$ cat src/design/spi_clock_divider_search_top_macros.svh
// Assertion macros for the clock divider search block
`ifndef SPI_CLOCK_DIVIDER_SEARCH_TOP_MACROS_SVH
`define SPI_CLOCK_DIVIDER_SEARCH_TOP_MACROS_SVH

// Same-cycle implication, disabled during reset
`define SPICD_ASSERT_NOW(label, clk, rst, ante, cons, msg) \
   label: assert property (@(posedge clk) disable iff (rst) (ante) |-> (cons)) else $error(msg);

// Next-cycle implication, disabled during reset
`define SPICD_ASSERT_NEXT(label, clk, rst, ante, cons, msg) \
   label: assert property (@(posedge clk) disable iff (rst) (ante) |=> (cons)) else $error(msg);

`endif

$ cat src/design/spicd_pkg.sv
// Types and constants shared by the clock divider search block
package spicd_pkg;

   localparam int HZ_W       = 27;
   localparam int DUTY_W     = 9;
   localparam int CODE_W     = 6;
   localparam int PRE_CODE_W = 13;
   localparam int N_W        = 7;
   localparam int PRE_W      = 14;
   localparam int PROD_W     = PRE_W + N_W;
   localparam int DIV_W      = 28;
   localparam int CNT_W      = $clog2(DIV_W + 1);
   localparam int HPROD_W    = 16;

   localparam logic [HZ_W-1:0]    SRC_RESET = HZ_W'(80000000);
   localparam logic [N_W-1:0]     N_FIRST   = N_W'(2);
   localparam logic [HPROD_W-1:0] H_ROUND   = HPROD_W'(127);
   localparam int                 H_SHIFT   = 8;

   typedef struct packed {
      logic [HZ_W-1:0]   target_hz;
      logic [DUTY_W-1:0] duty;
   } req_type;

   typedef struct packed {
      logic                  bypass;
      logic [CODE_W-1:0]     divider_code;
      logic [PRE_CODE_W-1:0] prescale_code;
      logic [CODE_W-1:0]     high_code;
      logic [CODE_W-1:0]     low_code;
      logic [HZ_W-1:0]       effective_hz;
   } rsp_type;

   typedef struct packed {
      logic             start;
      logic [DIV_W-1:0] dividend;
      logic [DIV_W-1:0] divisor;
   } div_req_type;

   typedef enum logic [3:0] {
      S_IDLE,
      S_Q1_GO,
      S_Q1_RUN,
      S_PRE_GO,
      S_PRE_RUN,
      S_MUL,
      S_F_GO,
      S_F_RUN,
      S_CMP,
      S_FINISH
   } state_type;

endpackage

$ cat src/design/spicd_serial_div.sv
// Bit-serial restoring divider, one quotient bit per cycle
module spicd_serial_div (
   input  logic                                clock,
   input  logic                                reset,
   input  spicd_pkg::div_req_type              div_req,
   output logic                                div_done,
   output logic [spicd_pkg::DIV_W-1:0]         div_quotient
);
   import spicd_pkg::*;

   logic [DIV_W:0]   rem_ff, rem_in, rem_shift;
   logic [DIV_W-1:0] quo_ff, quo_in;
   logic [DIV_W-1:0] dsr_ff, dsr_in;
   logic [CNT_W-1:0] cnt_ff, cnt_in;
   logic             done_ff, done_in;
   logic             ge;

   always_comb begin
      rem_shift = {rem_ff[DIV_W-1:0], quo_ff[DIV_W-1]};
      ge        = rem_shift >= {1'b0, dsr_ff};
      rem_in    = rem_ff;
      quo_in    = quo_ff;
      dsr_in    = dsr_ff;
      cnt_in    = cnt_ff;
      done_in   = 1'b0;
      if (div_req.start) begin
         rem_in = '0;
         quo_in = div_req.dividend;
         dsr_in = div_req.divisor;
         cnt_in = CNT_W'(DIV_W);
      end else if (cnt_ff != '0) begin
         rem_in  = ge ? (rem_shift - {1'b0, dsr_ff}) : rem_shift;
         quo_in  = {quo_ff[DIV_W-2:0], ge};
         cnt_in  = cnt_ff - CNT_W'(1);
         done_in = (cnt_ff == CNT_W'(1));
      end
   end

   always_ff @(posedge clock) begin
      if (reset) begin
         cnt_ff  <= '0;
         done_ff <= 1'b0;
      end else begin
         cnt_ff  <= cnt_in;
         done_ff <= done_in;
      end
   end

   always_ff @(posedge clock) begin
      rem_ff <= rem_in;
      quo_ff <= quo_in;
      dsr_ff <= dsr_in;
   end

   assign div_done     = done_ff;
   assign div_quotient = quo_ff;

endmodule

$ cat src/design/spi_clock_divider_search_top.sv
// Clock divider search: picks divider and prescaler nearest a requested frequency,
// or bypass when the target exceeds three quarters of the source. In bypass the word
// goes straight to the finish state; otherwise each divider candidate takes three
// 28-step bit-serial divisions (two for a zero target) through the one shared divider.
// Throughput: one word at a time; the next is taken once the result is registered.
// Reset: synchronous, active high; the source register returns to 80 MHz.
`include "spi_clock_divider_search_top_macros.svh"

module spi_clock_divider_search_top #(
   parameter int MAX_DIVIDER  = 64,
   parameter int MAX_PRESCALE = 8192
) (
   input  logic                        clock,
   input  logic                        reset,
   input  logic                        req_valid,
   output logic                        req_stall,
   input  spicd_pkg::req_type          req_data,
   output logic                        rsp_valid,
   input  logic                        rsp_stall,
   output spicd_pkg::rsp_type          rsp_data,
   input  logic                        csr_wr_en,
   input  logic [spicd_pkg::HZ_W-1:0]  csr_wr_data
);
   import spicd_pkg::*;

   localparam logic [N_W-1:0]   N_LAST  = N_W'(MAX_DIVIDER);
   localparam logic [PRE_W-1:0] PRE_MAX = PRE_W'(MAX_PRESCALE);

   state_type state_ff, state_in;

   logic [HZ_W-1:0]   src_ff;
   logic [HZ_W-1:0]   hz_ff;
   logic [DUTY_W-1:0] duty_ff;
   logic              byp_ff;
   logic [N_W-1:0]    n_ff;
   logic [HZ_W-1:0]   q1_ff;
   logic [PRE_W-1:0]  pre_ff;
   logic [PROD_W-1:0] prod_ff;
   logic [HZ_W-1:0]   f_ff;
   logic [N_W-1:0]    best_n_ff;
   logic [PRE_W-1:0]  best_pre_ff;
   logic [HZ_W-1:0]   best_err_ff;
   logic [HZ_W-1:0]   best_f_ff;
   logic              rsp_valid_ff, rsp_valid_in;
   rsp_type           rsp_data_ff, rsp_data_in;

   div_req_type       div_req;
   logic              div_done;
   logic [DIV_W-1:0]  div_quotient;

   logic              req_accept;
   logic              out_free;
   logic              rsp_load;
   logic [HZ_W-1:0]   src_quarter;
   logic [HZ_W-1:0]   byp_limit;
   logic              byp_hit;
   logic [PRE_W-1:0]  pre_clamped;
   logic [HZ_W-1:0]   err;
   logic [HPROD_W-1:0] h_sum;
   logic [HPROD_W-H_SHIFT-1:0] h_raw;
   logic [N_W-1:0]    h_cnt;

   spicd_serial_div u_div (
      .clock        (clock),
      .reset        (reset),
      .div_req      (div_req),
      .div_done     (div_done),
      .div_quotient (div_quotient)
   );

   assign req_accept  = req_valid && !req_stall;
   assign out_free    = !rsp_valid_ff || !rsp_stall;
   assign src_quarter = src_ff >> 2;
   assign byp_limit   = src_quarter + {src_quarter[HZ_W-2:0], 1'b0};
   assign byp_hit     = req_data.target_hz > byp_limit;

   always_comb begin
      if (div_quotient == '0) begin
         pre_clamped = PRE_W'(1);
      end else if (div_quotient > DIV_W'(MAX_PRESCALE)) begin
         pre_clamped = PRE_MAX;
      end else begin
         pre_clamped = div_quotient[PRE_W-1:0];
      end
      err = (f_ff >= hz_ff) ? (f_ff - hz_ff) : (hz_ff - f_ff);
   end

   always_comb begin
      h_sum = HPROD_W'(duty_ff) * HPROD_W'(best_n_ff) + H_ROUND;
      h_raw = h_sum[HPROD_W-1:H_SHIFT];
      if (h_raw == '0) begin
         h_cnt = N_W'(1);
      end else if (h_raw > (HPROD_W-H_SHIFT)'(best_n_ff)) begin
         h_cnt = best_n_ff;
      end else begin
         h_cnt = h_raw[N_W-1:0];
      end
   end

   // next state
   always_comb begin
      state_in = state_ff;
      unique case (state_ff)
         S_IDLE: begin
            if (req_accept) begin
               state_in = byp_hit ? S_FINISH : S_Q1_GO;
            end
         end
         S_Q1_GO:   state_in = S_Q1_RUN;
         S_Q1_RUN: begin
            if (div_done) begin
               state_in = S_PRE_GO;
            end
         end
         S_PRE_GO:  state_in = (hz_ff == '0) ? S_MUL : S_PRE_RUN;
         S_PRE_RUN: begin
            if (div_done) begin
               state_in = S_MUL;
            end
         end
         S_MUL:     state_in = S_F_GO;
         S_F_GO:    state_in = S_F_RUN;
         S_F_RUN: begin
            if (div_done) begin
               state_in = S_CMP;
            end
         end
         S_CMP:     state_in = (n_ff >= N_LAST) ? S_FINISH : S_Q1_GO;
         S_FINISH: begin
            if (out_free) begin
               state_in = S_IDLE;
            end
         end
         default:   state_in = S_IDLE;
      endcase
   end

   // outputs
   always_comb begin
      req_stall        = 1'b1;
      rsp_load         = 1'b0;
      div_req.start    = 1'b0;
      div_req.dividend = DIV_W'(src_ff);
      div_req.divisor  = DIV_W'(n_ff);
      unique case (state_ff)
         S_IDLE:   req_stall = 1'b0;
         S_Q1_GO:  div_req.start = 1'b1;
         S_PRE_GO: begin
            div_req.start    = (hz_ff != '0);
            div_req.dividend = DIV_W'(q1_ff) + DIV_W'(hz_ff >> 1);
            div_req.divisor  = DIV_W'(hz_ff);
         end
         S_F_GO: begin
            div_req.start    = 1'b1;
            div_req.dividend = DIV_W'(src_ff);
            div_req.divisor  = DIV_W'(prod_ff);
         end
         S_FINISH: rsp_load = out_free;
         default: begin
            req_stall = 1'b1;
         end
      endcase
   end

   always_comb begin
      rsp_data_in = rsp_data_ff;
      if (rsp_load) begin
         if (byp_ff) begin
            rsp_data_in = '{bypass: 1'b1, divider_code: '0, prescale_code: '0,
                            high_code: '0, low_code: '0, effective_hz: src_ff};
         end else begin
            rsp_data_in.bypass        = 1'b0;
            rsp_data_in.divider_code  = CODE_W'(best_n_ff - N_W'(1));
            rsp_data_in.prescale_code = PRE_CODE_W'(best_pre_ff - PRE_W'(1));
            rsp_data_in.high_code     = CODE_W'(h_cnt - N_W'(1));
            rsp_data_in.low_code      = CODE_W'(best_n_ff - N_W'(1));
            rsp_data_in.effective_hz  = best_f_ff;
         end
      end
      rsp_valid_in = rsp_load || (rsp_valid_ff && rsp_stall);
   end

   always_ff @(posedge clock) begin
      if (reset) begin
         state_ff     <= S_IDLE;
         src_ff       <= SRC_RESET;
         rsp_valid_ff <= 1'b0;
         n_ff         <= N_FIRST;
      end else begin
         state_ff     <= state_in;
         rsp_valid_ff <= rsp_valid_in;
         if (csr_wr_en) begin
            src_ff <= csr_wr_data;
         end
         if (req_accept) begin
            n_ff <= N_FIRST;
         end else if (state_ff == S_CMP) begin
            n_ff <= n_ff + N_W'(1);
         end
      end
   end

   always_ff @(posedge clock) begin
      rsp_data_ff <= rsp_data_in;
      if (req_accept) begin
         hz_ff   <= req_data.target_hz;
         duty_ff <= req_data.duty;
         byp_ff  <= byp_hit;
      end
      if (state_ff == S_Q1_RUN && div_done) begin
         q1_ff <= div_quotient[HZ_W-1:0];
      end
      if (state_ff == S_PRE_GO) begin
         pre_ff <= PRE_MAX;
      end else if (state_ff == S_PRE_RUN && div_done) begin
         pre_ff <= pre_clamped;
      end
      if (state_ff == S_MUL) begin
         prod_ff <= PROD_W'(pre_ff) * PROD_W'(n_ff);
      end
      if (state_ff == S_F_RUN && div_done) begin
         f_ff <= div_quotient[HZ_W-1:0];
      end
      // keep the later divider on equal error
      if (state_ff == S_CMP && (n_ff == N_FIRST || err <= best_err_ff)) begin
         best_n_ff   <= n_ff;
         best_pre_ff <= pre_ff;
         best_err_ff <= err;
         best_f_ff   <= f_ff;
      end
   end

   assign rsp_valid = rsp_valid_ff;
   assign rsp_data  = rsp_data_ff;

   `SPICD_ASSERT_NEXT(a_accept_busy, clock, reset, req_accept, state_ff != S_IDLE,
                      "accepted word did not start work")
   `SPICD_ASSERT_NOW(a_done_in_run, clock, reset, div_done,
                     state_ff == S_Q1_RUN || state_ff == S_PRE_RUN || state_ff == S_F_RUN,
                     "divider finished outside a wait state")
   `SPICD_ASSERT_NOW(a_bypass_zero, clock, reset, rsp_valid_ff && rsp_data_ff.bypass,
                     rsp_data_ff.divider_code == '0 && rsp_data_ff.prescale_code == '0 &&
                     rsp_data_ff.high_code == '0 && rsp_data_ff.low_code == '0,
                     "bypass word carries nonzero codes")
   `SPICD_ASSERT_NOW(a_high_fits, clock, reset, rsp_valid_ff && !rsp_data_ff.bypass,
                     rsp_data_ff.high_code <= rsp_data_ff.divider_code &&
                     rsp_data_ff.low_code == rsp_data_ff.divider_code,
                     "high count exceeds period")

endmodule

$ cat config.mk
export PLATFORM = sky130hd
export DESIGN_NAME = spi_clock_divider_search_top
export DESIGN_NICKNAME = d
export VERILOG_FILES = /design/src/design/spicd_pkg.sv /design/src/design/spicd_serial_div.sv /design/src/design/spi_clock_divider_search_top.sv
export VERILOG_INCLUDE_DIRS = /design/src /design/src/design
export SDC_FILE = /design/constraint.sdc
export NUM_CORES = 1
export LEC_CHECK = 0
export BUFFER_PORTS_ARGS = -buffer_cell sky130_fd_sc_hd__buf_2
export CAP_MARGIN = 30
export CORE_ASPECT_RATIO = 0.5
export CORE_UTILIZATION = 55
export DETAILED_ROUTE_END_ITERATION = 10
export PLACE_DENSITY = 0.82
export SLEW_MARGIN = 30
export SYNTH_ARGS = -nofsm -noshare
export SYNTH_HDL_FRONTEND = slang
export SYNTH_HIERARCHICAL = 1
export SYNTH_SLANG_ARGS = --single-unit
$ cat constraint.sdc
create_clock -name clock -period 18.4 [get_ports clock]
set_input_delay 0.92 -clock clock [delete_from_list [all_inputs] [get_ports clock]]
set_output_delay 0.92 -clock clock [all_outputs]
set_load 0.02 [all_outputs]
# Word level (Yosys, flattened, before mapping)

Cells that the tools add are included.

Output and inout port bits: 61
Register bits after elaboration: 382
Logic and storage cells: 110
Bits of input ports: 68

Add/sub/neg operators: 11
Equality and inequality tests: 16
$mul: 2
Bitwise gates (word level): 1
Magnitude comparators: 7
Mux-type cells: 24
Reduce and logical (&&, ||, !) cells: 23

Operators by type and width:

| kind                    | count |
|---|---|
| $pmux W56 S2            | 1 |
| $mux W28                | 3 |
| $mux W59                | 1 |
| $sub A27 B27 Y27        | 2 |
| $pmux W4 S10            | 1 |
| $ge A29 B28 Y1          | 1 |
| $add A27 B26 Y28        | 1 |
| $gt A28 B14 Y1 const B  | 1 |
| $logic_not A28 Y1       | 1 |
| $mux W14                | 2 |
| $mux W4                 | 7 |
| $sub A28 B28 Y28        | 1 |
| $add A25 B26 Y27        | 1 |
| $ge A27 B27 Y1          | 1 |
| $gt A27 B27 Y1          | 1 |
| $le A27 B27 Y1          | 1 |
| $logic_not A27 Y1       | 1 |
| $mux W27                | 1 |
| $reduce_bool A27 Y1     | 1 |
| $mul A14 B7 Y21         | 1 |
| $add A16 B7 Y16 const B | 1 |
| $eq A4 B3 Y1 const B    | 4 |
| $mul A9 B7 Y16          | 1 |
| $sub A13 B1 Y13 const B | 1 |
| other kinds (27)        | 47 |

# Depth between registers and ports, before layout

Word-level depth: 7
Gate-level depth with buffers: 30
Depth with buffers taken out: 28

# Cells and area by module

Netlist, hierarchy kept.

By module, submodules not included:

| module                       | cells an instance | instances | seq. area each (µm²) | area an instance (µm²) |
|---|---|---|---|---|
| spi_clock_divider_search_top | 2,261             | 1         | 8,237.9              | 22,489.1 |
| spicd_serial_div             | 512               | 1         | 2,362.3              | 5,281.3 |

# Worst setup path before layout

No wires, ideal clock.

Path kind: flip-flop to flip-flop
From: register hz_ff[2]
To: register best_err_ff[0] (enable)
Buffers on the path: 2
Path slack: 9,950 ps
Arrival time: 7,899 ps
Cell stages (with the launch flop): 24
Clock period less this slack: 8,450 ps
Data required time: 17,850 ps
Library setup time: 550 ps
Path through: edfxtp_1 inv_1 ha_1 buf_2 nor2_1 a211o_1 a221o_1 a21o_1 a21oi_2 a31oi_1 o211ai_4 buf_4 mux2_2 ha_1 nor2b_1 o21a_1 o21a_1 o21ai_0 nand2b_1 a21oi_1 o21ai_0 a21oi_1 o31ai_1 a31oi_1

Longest elaborated chain between the ends: 5
Elaborated cells on any way between the ends: 7
Those cells by class: add/sub: 2; order compare: 2; mux: 1; reduce/logical: 2

Ends and longest elaborated chain:

| item                     | RTL line                            | text |
|---|---|---|
| start: declaration       | spi_clock_divider_search_top.sv:32  | `logic [HZ_W-1:0] hz_ff;` |
| start signal: assignment | spi_clock_divider_search_top.sv:206 | `hz_ff <= req_data.target_hz;` |
| $ge A27 B27 Y1           | spi_clock_divider_search_top.sv:85  | `err = (f_ff >= hz_ff) ? (f_ff - hz_ff) : (hz_ff - f_ff);` |
| $mux W27                 | spi_clock_divider_search_top.sv:85  |  |
| named net err[1]         | spi_clock_divider_search_top.sv:58  | `logic [HZ_W-1:0] err;` |
| $le A27 B27 Y1           | spi_clock_divider_search_top.sv:225 | `if (state_ff == S_CMP && (n_ff == N_FIRST \|\| err <= best_err_ff)) begin` |
| $logic_or A1 B1 Y1       | spi_clock_divider_search_top.sv:225 |  |
| $logic_and A1 B1 Y1      | spi_clock_divider_search_top.sv:225 |  |
| end signal: assignment   | spi_clock_divider_search_top.sv:228 | `best_err_ff <= err;` |
| end: declaration         | spi_clock_divider_search_top.sv:42  | `logic [HZ_W-1:0] best_err_ff;` |

The timed path passes the listed nets, and every way through them passes these cells.
A chain may end at the register's enable or synchronous reset.

# Worst setup path after layout

From: register best_n_ff[2]
To: register rsp_data_ff (netlist bit rsp_data[35]), data pin

Longest elaborated chain between the ends: 6
Elaborated cells on any way between the ends: 7
Those cells by class: add/sub: 2; mul: 1; order compare: 1; mux: 2; reduce/logical: 1

Ends and longest elaborated chain:

| item                     | RTL line                            | text |
|---|---|---|
| start: declaration       | spi_clock_divider_search_top.sv:40  | `logic [N_W-1:0] best_n_ff;` |
| start signal: assignment | spi_clock_divider_search_top.sv:226 | `best_n_ff <= n_ff;` |
| $mul A9 B7 Y16           | spi_clock_divider_search_top.sv:89  | `h_sum = HPROD_W'(duty_ff) * HPROD_W'(best_n_ff) + H_ROUND;` |
| $add A16 B7 Y16          | spi_clock_divider_search_top.sv:89  |  |
| $gt A8 B7 Y1             | spi_clock_divider_search_top.sv:93  | `end else if (h_raw > (HPROD_W-H_SHIFT)'(best_n_ff)) begin` |
| $mux W6                  | spi_clock_divider_search_top.sv:93  |  |
| $mux W6 (*)              | spi_clock_divider_search_top.sv:91  | `if (h_raw == '0) begin` |
| $sub A6 B1 Y6 (*)        | spi_clock_divider_search_top.sv:175 | `rsp_data_in.high_code = CODE_W'(h_cnt - N_W'(1));` |
| end signal: assignment   | spi_clock_divider_search_top.sv:204 | `rsp_data_ff <= rsp_data_in;` |
| end: declaration         | spi_clock_divider_search_top.sv:45  | `rsp_type rsp_data_ff, rsp_data_in;` |

Every way passes the cells marked *; elsewhere a longest branch is shown, timed or not.

==> impl_metrics.py <==
metrics = {
    "drt": {
        "viasPerCell": 6.08,
        "post_drt_wl_per_cell_um": 20.7,
        "post-route-drc-count": 0,
        "vias": 21500,
        "drt_iter0_markers": 2171,
        "totalWireLength_um": 73100,
        "drt_pre_antenna_iters": 5,
        "ant_nets": 0,
    },
    "clocking": {
        "cts_resized": 0,
        "ctsHtreeMaxLevel": 2,
        "path_clk_slew_ns": 0.07,
        "cts_tree": "done",
        "clkLatencyLatePin_ns": 0.55,
        "clock_path_buffers": 3,
        "cts_hold_buf": 0,
        "numCtsBuffers": 37,
        "cts_root_buf": "clkbuf_16",
        "numClockSinks": 382,
        "post_cts_buffers": 0,
    },
    "pwr": {
        "total_power_mw": 4.82,
        "powerDensity_mw_per_mm2": 160,
        "ir_drop_uv": 188,
        "leakage_nw": 13.2,
    },
    "cells_and_area": {
        "final_cell_mix": "295 x edfxtp_1, 281 x inv_1, 272 x ha_1",
        "layout.nets": 3297,
        "syn_to_final_growth_pct": 8.71,
        "layout_commonest_cell": "edfxtp_1",
        "num_antenna_cells": 0,
        "final_area_mm2": 0.0302,
        "drive_gt1_share_pct": 10.8,
        "n_fill_cell": 3951,
    },
    "worst_setup_path": {
        "slowest_delay_ns": 0.66,
        "path_delay_family": "adder cells",
        "cp_data_arrival_time_ns": 7.82,
        "critPathSlowestCell": "edfxtp_1",
        "path_buf_inv": 3,
        "path_common_cell": "fa_1",
        "crit_required_ns": 18.78,
        "end_kind": "register",
        "crit_type": "register to register",
        "cp_max_fo": 14,
        "cp-start-kind": "register",
    },
    "die": {
        "core_area_mm2": 0.0492,
        "start_util_pct": 56.4,
        "row_count": 57,
        "io-pin-count": 129,
        "die_x_um": 320,
        "die_h_um": 161,
        "dieArea_mm2": 0.0514,
    },
    "status": {
        "status": "completed",
    },
    "place": {
        "placed_cell_area_mm2": 0.0290,
        "port_buffers": 128,
        "globalplace.congestion": 0.969,
        "place_hpwl_um": 55500,
    },
    "grt": {
        "grt_busiest_layer": "met2",
        "first_global_vias": 20700,
        "grt.met1_usage_pct": 40.5,
        "grt_max_degree": 71,
        "grt_pass1_wl_um": 114000,
        "grt_usage_pct": 28.3,
        "antenna_found_initial": 0,
        "overflow": 0,
        "grt_use_met2_pct": 43.6,
        "met3_usage_pct": 5.70,
    },
    "timing": {
        "drv_slew": 0,
        "clock_skew_ns": 0.0241,
        "relSlewSlack_pct": 35.6,
        "fmax_mhz": 134,
        "tightest_slew_ns": 0.965,
        "grt_setup_unrepaired": "no",
        "min_period_ns": 7.44,
        "fin_tns_setup_ns": 0,
        "layout_worst_path_cycle_share_pct": 40.4,
        "hold_viol": 0,
        "setup_viol": 0,
    },
    "synthesis": {
        "synthFlopType": "edfxtp_1",
        "yosysSeqAreaShare_pct": 38.2,
        "synth_nets": 3216,
        "yosysWarnings": 6,
        "synth_cell_type_count": 85,
        "ys_ff_latch": 382,
        "async_flop_share_pct": 0,
        "synth_area_per_cell_um2": 10.0,
        "synthCells": 2773,
        "synth_area_mm2": 0.0278,
        "synth_edf_count": 295,
    },
    "hold_path": {
        "hold_class": "register to register",
    },
    "run": {
        "cap_violations": 0,
    },
}
## registers in the layout (all words and copies together) (netlist names), 4 cells and up
name / flops
best_pre_ff: 13
best_n_ff: 7
prod_ff: 21
state_ff: 4
n_ff: 7
best_err_ff: 27
u_div/cnt_ff: 5
u_div/dsr_ff: 28
rsp_data: 53
u_div/rem_ff: 28
duty_ff: 9
u_div/div_quotient: 28
best_f_ff: 27
q1_ff: 27
hz_ff: 27
src_ff: 27
pre_ff: 14
f_ff: 27
## worst paths after layout
kind	from	to	slack (ns)	cells after the start
worst max-delay path	best_n_ff[2]	rsp_data[35]	10.96	27
worst min-delay path	f_ff[0]	best_f_ff[0]	0.49	0
worst max register to register	best_n_ff[2]	rsp_data[35]	10.96	27
worst min register to register	f_ff[0]	best_f_ff[0]	0.49	0
## metrics by stage
stage | instances | utilization [%] | setup slack, ns | hold WS [ns]
floorplan | 2773 | - | 9.95 | 0.406
global placement | 3463 | 58.8 | 11.21 | 0.468
detailed placement | 3464 | 58.9 | 11.05 | 0.474
CTS | 3532 | 61.4 | 11.04 | 0.490
global route | 3532 | 61.4 | 10.48 | 0.512
finish | 3532 | 61.4 | 10.96 | 0.487
## cell families after synthesis
family          count (synthesis)  share of synthesized area, %
simple gates                  769                          13.5
compound gates                623                          14.9
buf+inv                       388                          5.59
flops                         382                          38.2
fa+ha+maj                     375                          19.7
xor+xnor                      128                          4.04
other cells                     1                        0.0135
mux                           107                          4.15
## Yosys cell counts (all sizes together) (39+ instances only)
cell type,n,area share (%)
dfxtp,87,6.3
o21ai,127,2.3
clkbuf,71,0.96
mux2i,45,1.6
a21o,83,2.2
fa,103,7.4
edfxtp,295,32
nand3,39,0.75
nor2,186,2.5
nor3,50,0.92
inv,281,3.8
ha,272,12
nand2,227,3.1
xor2,53,1.7
mux2,62,2.5
a21oi,159,2.9
and2,108,2.4
xnor2,75,2.4
## where the power goes
part           switching (mW)  leakage [nW]  internal, mW
clock network           0.346         0.593         0.439
registers               0.161          3.46          1.18
logic                    1.60          9.19          1.10
## layer usage
| layer | up-vias | share of wire, % |
|---|---|---|
| li1 | 9995 | - |
| met1 | 10500 | 44 |
| met2 | 911 | 44 |
| met3 | 118 | 9.2 |
| met4 | 0 | 2.9 |
| met5 | - | 0 |
## layout make-up
type | count | area [µm²] | share of cell area (%)
clock inverters | 16 | 144 | 0.477
multi-input cells | 2003 | 15700 | 51.9
flip-flops and latches | 382 | 10600 | 35.1
repair buffers | 149 | 821 | 2.72
clock buffers | 52 | 1070 | 3.56
inverters | 281 | 1050 | 3.49
well taps | 649 | 812 | 2.69
(Power assumes the default switching activity.)
